### config.mk
export PLATFORM = sky130hd
export DESIGN_NAME = hashed_segment_bump_allocator_core
export DESIGN_NICKNAME = d
export VERILOG_FILES = /design/src/hdl/hsba_pkg.sv /design/src/hdl/hsba_probe.sv /design/src/hdl/hsba_state.sv /design/src/hdl/hashed_segment_bump_allocator_core.sv
export SDC_FILE = /design/constraint.sdc
export NUM_CORES = 2
export LEC_CHECK = 0
export BUFFER_PORTS_ARGS = -buffer_cell sky130_fd_sc_hd__buf_2
export CORE_MARGIN = 10
export CORE_UTILIZATION = 66
export CTS_CLUSTER_SIZE = 10
export DETAILED_ROUTE_END_ITERATION = 7
export HOLD_SLACK_MARGIN = 0.1
export MAX_ROUTING_LAYER = met4
export PLACE_DENSITY = 0.85
export SLEW_MARGIN = 20
export SYNTH_ARGS = -nofsm -noshare
export SYNTH_HDL_FRONTEND = slang
export SYNTH_SLANG_ARGS = --single-unit
### constraint.sdc
create_clock -name clk -period 26.3 [get_ports clk]
set_input_delay 3.945 -clock clk [delete_from_list [all_inputs] [get_ports clk]]
set_output_delay 3.945 -clock clk [all_outputs]
set_load 0.02 [all_outputs]
### src/hdl/hsba_pkg.sv
`timescale 1ns / 1ps

package hsba_pkg;

  localparam int MAX_SEGMENTS = 16;
  localparam int PROBE_LIMIT  = 4;
  localparam int LOG2_MAX     = 4;

  localparam int POS_W   = 27;
  localparam int OFF_W   = 26;
  localparam int HASH_W  = 32;
  localparam int SEG_W   = 4;
  localparam int LOG2_W  = 3;
  localparam int CNT_W   = 32;
  localparam int NSEG_W  = 5;
  localparam int CFG_IDX_W = 1;
  localparam int CFG_DAT_W = 27;

  localparam logic [CFG_IDX_W-1:0] CFG_SEG_LOG2  = 1'b0;
  localparam logic [CFG_IDX_W-1:0] CFG_SEG_BYTES = 1'b1;

  typedef logic [POS_W-1:0] pos_t;
  typedef logic [SEG_W-1:0] seg_idx_t;
  typedef pos_t [MAX_SEGMENTS-1:0] pos_arr_t;

  typedef struct packed {
    logic [POS_W-1:0]  request_size;
    logic [HASH_W-1:0] hash_value;
  } in_item_t;

  typedef struct packed {
    logic              granted;
    logic [SEG_W-1:0]  seg_index;
    logic [OFF_W-1:0]  byte_offset;
    logic              recycled;
    logic [CNT_W-1:0]  recycle_total;
  } out_item_t;

  typedef struct packed {
    logic     grant;
    logic     recycle;
    seg_idx_t seg_idx;
    pos_t     old_pos;
  } alloc_dec_t;

endpackage

### src/hdl/hsba_probe.sv
`timescale 1ns / 1ps

module hsba_probe import hsba_pkg::*; (
  input  pos_arr_t            fill_pos,
  input  logic [LOG2_W-1:0]   seg_log2,
  input  pos_t                seg_bytes,
  input  in_item_t            req,
  output alloc_dec_t          dec
);

  logic [MAX_SEGMENTS-1:0] room;
  logic [LOG2_W-1:0]       lg;
  logic [NSEG_W-1:0]       nseg;
  logic [NSEG_W-1:0]       probes;
  seg_idx_t                mask;
  seg_idx_t                home;
  seg_idx_t                cur;
  seg_idx_t                s;
  logic                    found;
  logic                    grant;
  pos_t                    sel_pos;

  // room check for every segment in parallel
  always_comb begin
    for (int j = 0; j < MAX_SEGMENTS; j++) begin
      room[j] = (fill_pos[j] <= seg_bytes) &&
                ((seg_bytes - fill_pos[j]) >= req.request_size);
    end
  end

  always_comb begin
    lg     = (seg_log2 > LOG2_W'(LOG2_MAX)) ? LOG2_W'(LOG2_MAX) : seg_log2;
    nseg   = NSEG_W'(1) << lg;
    mask   = SEG_W'(nseg - NSEG_W'(1));
    probes = (nseg < NSEG_W'(PROBE_LIMIT)) ? nseg : NSEG_W'(PROBE_LIMIT);
    home   = req.hash_value[SEG_W-1:0] & mask;
    grant  = req.request_size <= seg_bytes;
    found  = 1'b0;
    cur    = home;
    s      = home;
    for (int i = 0; i < PROBE_LIMIT; i++) begin
      s = (home + SEG_W'(i)) & mask;
      if (!found && (NSEG_W'(i) < probes) && room[s]) begin
        found = 1'b1;
        cur   = s;
      end
    end
    if (!found) begin
      cur = (home + SEG_W'(probes - NSEG_W'(1))) & mask;
    end
    sel_pos = '0;
    for (int j = 0; j < MAX_SEGMENTS; j++) begin
      if (cur == SEG_W'(j)) begin
        sel_pos = sel_pos | fill_pos[j];
      end
    end
    dec.grant   = grant;
    dec.recycle = grant && !found;
    dec.seg_idx = grant ? cur : '0;
    dec.old_pos = (grant && found) ? sel_pos : '0;
  end

endmodule

### src/hdl/hsba_state.sv
`timescale 1ns / 1ps

module hsba_state import hsba_pkg::*; (
  input  logic             clk,
  input  logic             rst_n,
  input  logic             upd,
  input  alloc_dec_t       dec,
  input  pos_t             req_size,
  output pos_arr_t         fill_pos,
  output logic [CNT_W-1:0] recycle_count
);

  pos_arr_t         fill_r;
  pos_arr_t         fill_nxt;
  logic [CNT_W-1:0] rcnt_r;
  logic [CNT_W-1:0] rcnt_nxt;
  pos_t             new_pos;

  always_comb begin
    new_pos  = dec.old_pos + req_size;
    fill_nxt = fill_r;
    for (int j = 0; j < MAX_SEGMENTS; j++) begin
      if (upd && dec.grant && (dec.seg_idx == SEG_W'(j))) begin
        fill_nxt[j] = new_pos;
      end
    end
    rcnt_nxt = (upd && dec.recycle) ? rcnt_r + CNT_W'(1) : rcnt_r;
  end

  always_ff @(posedge clk) begin
    if (!rst_n) begin
      fill_r <= '0;
      rcnt_r <= '0;
    end else begin
      fill_r <= fill_nxt;
      rcnt_r <= rcnt_nxt;
    end
  end

  assign fill_pos      = fill_r;
  assign recycle_count = rcnt_r;

endmodule

### src/hdl/hashed_segment_bump_allocator_core.sv
`timescale 1ns / 1ps
// channel   ports                       accepted when
// input     start, busy, in_data        rising edge with start high, busy low
// result    out_valid, out_data         rising edge ending the strobe cycle
// config    cfg_we, cfg_index, cfg_wdata rising edge with cfg_we high
//
// one item per cycle; busy is always low
// result strobe is registered after the item is taken (input reg, then result reg)
// fill positions live in flip-flops, all compared in one pass
// synchronous reset clears fill positions and recycle count and loads config defaults
// results are never stalled

module hashed_segment_bump_allocator_core import hsba_pkg::*; (
  input  logic                 clk,
  input  logic                 rst_n,
  input  logic                 start,
  output logic                 busy,
  input  in_item_t             in_data,
  output logic                 out_valid,
  output out_item_t            out_data,
  input  logic                 cfg_we,
  input  logic [CFG_IDX_W-1:0] cfg_index,
  input  logic [CFG_DAT_W-1:0] cfg_wdata
);

  logic [LOG2_W-1:0] seg_log2_r;
  logic [LOG2_W-1:0] seg_log2_nxt;
  pos_t              seg_bytes_r;
  pos_t              seg_bytes_nxt;
  logic              in_valid_r;
  in_item_t          in_req_r;
  logic              out_valid_r;
  out_item_t         out_data_r;
  out_item_t         out_data_nxt;
  pos_arr_t          fill_pos;
  logic [CNT_W-1:0]  recycle_count;
  alloc_dec_t        dec;

  assign busy = 1'b0;

  always_comb begin
    seg_log2_nxt  = seg_log2_r;
    seg_bytes_nxt = seg_bytes_r;
    if (cfg_we) begin
      unique case (cfg_index)
        CFG_SEG_LOG2:  seg_log2_nxt  = cfg_wdata[LOG2_W-1:0];
        CFG_SEG_BYTES: seg_bytes_nxt = cfg_wdata[POS_W-1:0];
        default:       seg_log2_nxt  = seg_log2_r;
      endcase
    end
  end

  hsba_probe u_probe (
    .fill_pos  (fill_pos),
    .seg_log2  (seg_log2_r),
    .seg_bytes (seg_bytes_r),
    .req       (in_req_r),
    .dec       (dec)
  );

  hsba_state u_state (
    .clk           (clk),
    .rst_n         (rst_n),
    .upd           (in_valid_r),
    .dec           (dec),
    .req_size      (in_req_r.request_size),
    .fill_pos      (fill_pos),
    .recycle_count (recycle_count)
  );

  always_comb begin
    out_data_nxt.granted       = dec.grant;
    out_data_nxt.seg_index     = dec.seg_idx;
    out_data_nxt.byte_offset   = dec.old_pos[OFF_W-1:0];
    out_data_nxt.recycled      = dec.recycle;
    out_data_nxt.recycle_total = dec.recycle ? recycle_count + CNT_W'(1) : recycle_count;
  end

  always_ff @(posedge clk) begin
    if (!rst_n) begin
      seg_log2_r  <= LOG2_W'(4);
      seg_bytes_r <= POS_W'(4194304);
      in_valid_r  <= 1'b0;
      out_valid_r <= 1'b0;
    end else begin
      seg_log2_r  <= seg_log2_nxt;
      seg_bytes_r <= seg_bytes_nxt;
      in_valid_r  <= start && !busy;
      out_valid_r <= in_valid_r;
    end
  end

  // payload registers
  always_ff @(posedge clk) begin
    if (start && !busy) begin
      in_req_r <= in_data;
    end
    if (in_valid_r) begin
      out_data_r <= out_data_nxt;
    end
  end

  assign out_valid = out_valid_r;
  assign out_data  = out_data_r;

endmodule

==> results.cfg <==
[grt]
grt_max_degree = 173
grt_pass1_vias = 54300
grt_pass1_wl_mm = 319
grt_usage_pct = 42.6
antenna_found_initial = 6
overflow = 0

[place]
place_congestion = 1.04
dp_hpwl_mm = 163
port_buffers = 127
post-place-ws_ps = 10500
place_area_um2 = 60600

[route]
ant_nets = 0
drt_pass1_iterations = 6
drc = 0
viasPerCell = 6.62
wire_per_inst_um = 25.2
via_count = 56800
drt_iter0_drc = 6388
routed_wl_mm = 217

[finish]
final_area_um2 = 62900
syn_to_final_growth_pct = 7.87
drive_above_1_share_pct = 6.05
num-nets-final = 8404

[synth]
syn_inst = 7250
yosysSeqAreaShare_pct = 21.9
syn-cell-area_um2 = 58300
ys_ff_latch = 591
yosys-top-cells-count = ha_1 (926), nand2_1 (806), inv_1 (650)
yosys.area.top_type = ha_1
synth_ff_type = dfxtp_1
yosysMostFrequentCell = ha_1
synth_top_cell_area_share_pct = 19.9
synth_edf_count = 95
async_flop_share_pct = 0
synth_area_leaders = ha_1 (20%), dfxtp_1 (17%), nand2_1 (5.2%)
syn-mean-instance-area_um2 = 8.04
synth_cell_types = 103
yosys_warnings = 0
synth_fp_nets = 8285

[cts]
cts-hold-fix-buffers = 0
cts-root-buf = clkbuf_16
clock-sinks = 591
cts_buffers = 74
cts_htree_levels = 3
clk_pin_slew_ps = 60
cts_tree = yes
clockBufferDepth = 3
insertion_delay_ps = 660
post_cts_resized = 0
post_cts_buffers = 0

[pwr]
clock_power_share_pct = 26.0
vdd_drop_max_mv = 0.0505
switching_power_uw = 1650
total_power_uw = 3870
p_per_area_nw_per_um2 = 61.4
pwr-share-comb_pct = 48.8
leakagePower_uw = 0.0266
seqPwrFrac_pct = 25.2
p_int_uw = 2220
swShare_pct = 42.7

[sta]
min_period_over_period_pct = 63.0
fmax_mhz = 60.4
period_needed_ps = 16570
fin_skew_ps = 30.2
max_slew.worst_pin.slew_ps = 1230
finalHoldViolations = 0
drv_slew = 0
timing.final.ws_setup_ps = 9730
relSlewSlack_pct = 17.4
rsz0062_at_grt = no
setup_tns_ps = 0
setup_viol = 0

[floorplanning]
die_y_um = 317
die_area_um2 = 101000
die_x_um = 317
initial_utilization_pct = 66.9
io_pins = 157
fp-row-count = 108
core_region_area_um2 = 87200

[setup_path]
critical_path_arrival_ps = 17120
crit_type = flip-flop to flip-flop
slowest_delay_ps = 800
crit_fanout = 27
worstSetupEndpointType = flip-flop
start_kind = flip-flop
critical-path-slowest-cell = o211ai_1
cp.required_ps = 26850

[status]
run_status = finished, final reports clean

[job]
max_cap_viol_count = 0

[worst_hold_path]
hold_class = flip-flop to flip-flop
==> critical path, delay by kind of cell (launching register included) <==
family	cells	cell delay, ps
AOI/OAI and AO/OA	37	10390
xor gates and xnor gates	2	560
adders and majority gates	4	1220
buffers and inverters	6	1660
DFF	1	290
muxes	1	260
and+or+nand+nor	11	2000
==> layout by cell type, fill, tap and decap left out, types with 22 or more instances in the layout <==
| cell | Yosys | routed |
|---|---|---|
| a211oi_1 | 69 | 69 |
| a21boi_0 | 210 | 210 |
| a21boi_1 | 48 | 48 |
| a21o_1 | 223 | 223 |
| a21oi_1 | 483 | 483 |
| a221oi_1 | 91 | 91 |
| a22o_1 | 79 | 79 |
| a22oi_1 | 56 | 56 |
| a31oi_1 | 56 | 56 |
| and2_1 | 72 | 72 |
| and3_1 | 102 | 102 |
| and4_1 | 26 | 26 |
| buf_2 | 47 | 126 |
| buf_4 | 21 | 132 |
| clkbuf_1 | 141 | 32 |
| clkbuf_16 | 0 | 76 |
| dfxtp_1 | 496 | 495 |
| edfxtp_1 | 95 | 95 |
| ha_1 | 926 | 926 |
| inv_1 | 650 | 649 |
| mux2i_1 | 238 | 238 |
| nand2_1 | 806 | 805 |
| nand2b_1 | 70 | 70 |
| nand3_1 | 138 | 138 |
| nand4_1 | 134 | 134 |
| nor2_1 | 383 | 380 |
| nor2b_1 | 309 | 309 |
| nor3_1 | 77 | 72 |
| o211ai_1 | 31 | 31 |
| o21a_1 | 68 | 68 |
| o21ai_0 | 313 | 313 |
| o21bai_1 | 55 | 55 |
| o31ai_1 | 22 | 22 |
| or3_1 | 25 | 24 |
| xnor2_1 | 307 | 302 |
| xor2_1 | 96 | 95 |
==> power groups by stage <==
stage	logic [µW]	clock network [µW]	registers (µW)
3_5_place_dp	1820	0	991
6_report	1890	1000	974
3_3_place_gp	1770	0	990
4_1_cts	1830	999	972
2_1_floorplan	1280	0	996
5_1_grt	2040	1030	975
==> final cells by class <==
type	count	area, µm²
Inverter	654	2450
Clock buffer	116	2130
Timing Repair Buffer	259	1640
Clock inverter	14	158
Fill cell	7022	24300
Tap cell	1155	1450
Multi-Input combinational cell	5789	42300
Sequential cell	591	12800
Antenna cell	7	17.5
==> cells by family after synthesis <==
family / synth area share [%]
and+or+nand+nor: 18.7
DFF: 21.9
buffers and inverters: 5.87
adders and majority gates: 20.5
muxes: 4.23
AOI/OAI and AO/OA: 22.7
xor gates and xnor gates: 6.05
other: 0.00643
==> sequential cells by signal, summed over array words and instances (netlist names) <==
name	flops
seg_bytes_r	27
out_valid	1
seg_log2_r	3
out_data	64
u_state.fill_pos	432
in_valid_r	1
u_state.recycle_count	32
in_req_r	31
==> stage by stage <==
stage                     hold slack (ps)  std cells  util, %
after floorplan                       435       7250        -
final                                 468       8585     72.2
after CTS                             466       8578     72.2
after global routing                  485       8582     72.2
after global placement                445       8448     69.5
after detailed placement              459       8448     69.5
==> worst paths after layout <==
kind                          from               endpoint  slack [ps]  cells past startpoint
max                 seg_bytes_r[1]  u_state.fill_pos[350]        9730                     61
min          u_state.fill_pos[296]  u_state.fill_pos[296]         470                      2
max reg2reg         seg_bytes_r[1]  u_state.fill_pos[350]        9730                     61
min reg2reg  u_state.fill_pos[296]  u_state.fill_pos[296]         470                      2
==> routing by layer <==
metal  wire length, µm  global-route usage (%)
met4             18700                    30.9
met1             82300                    51.1
met2             91100                    63.0
met3             24400                    8.81
met5                 0                       -
Power figures use the tool's default switching activity.
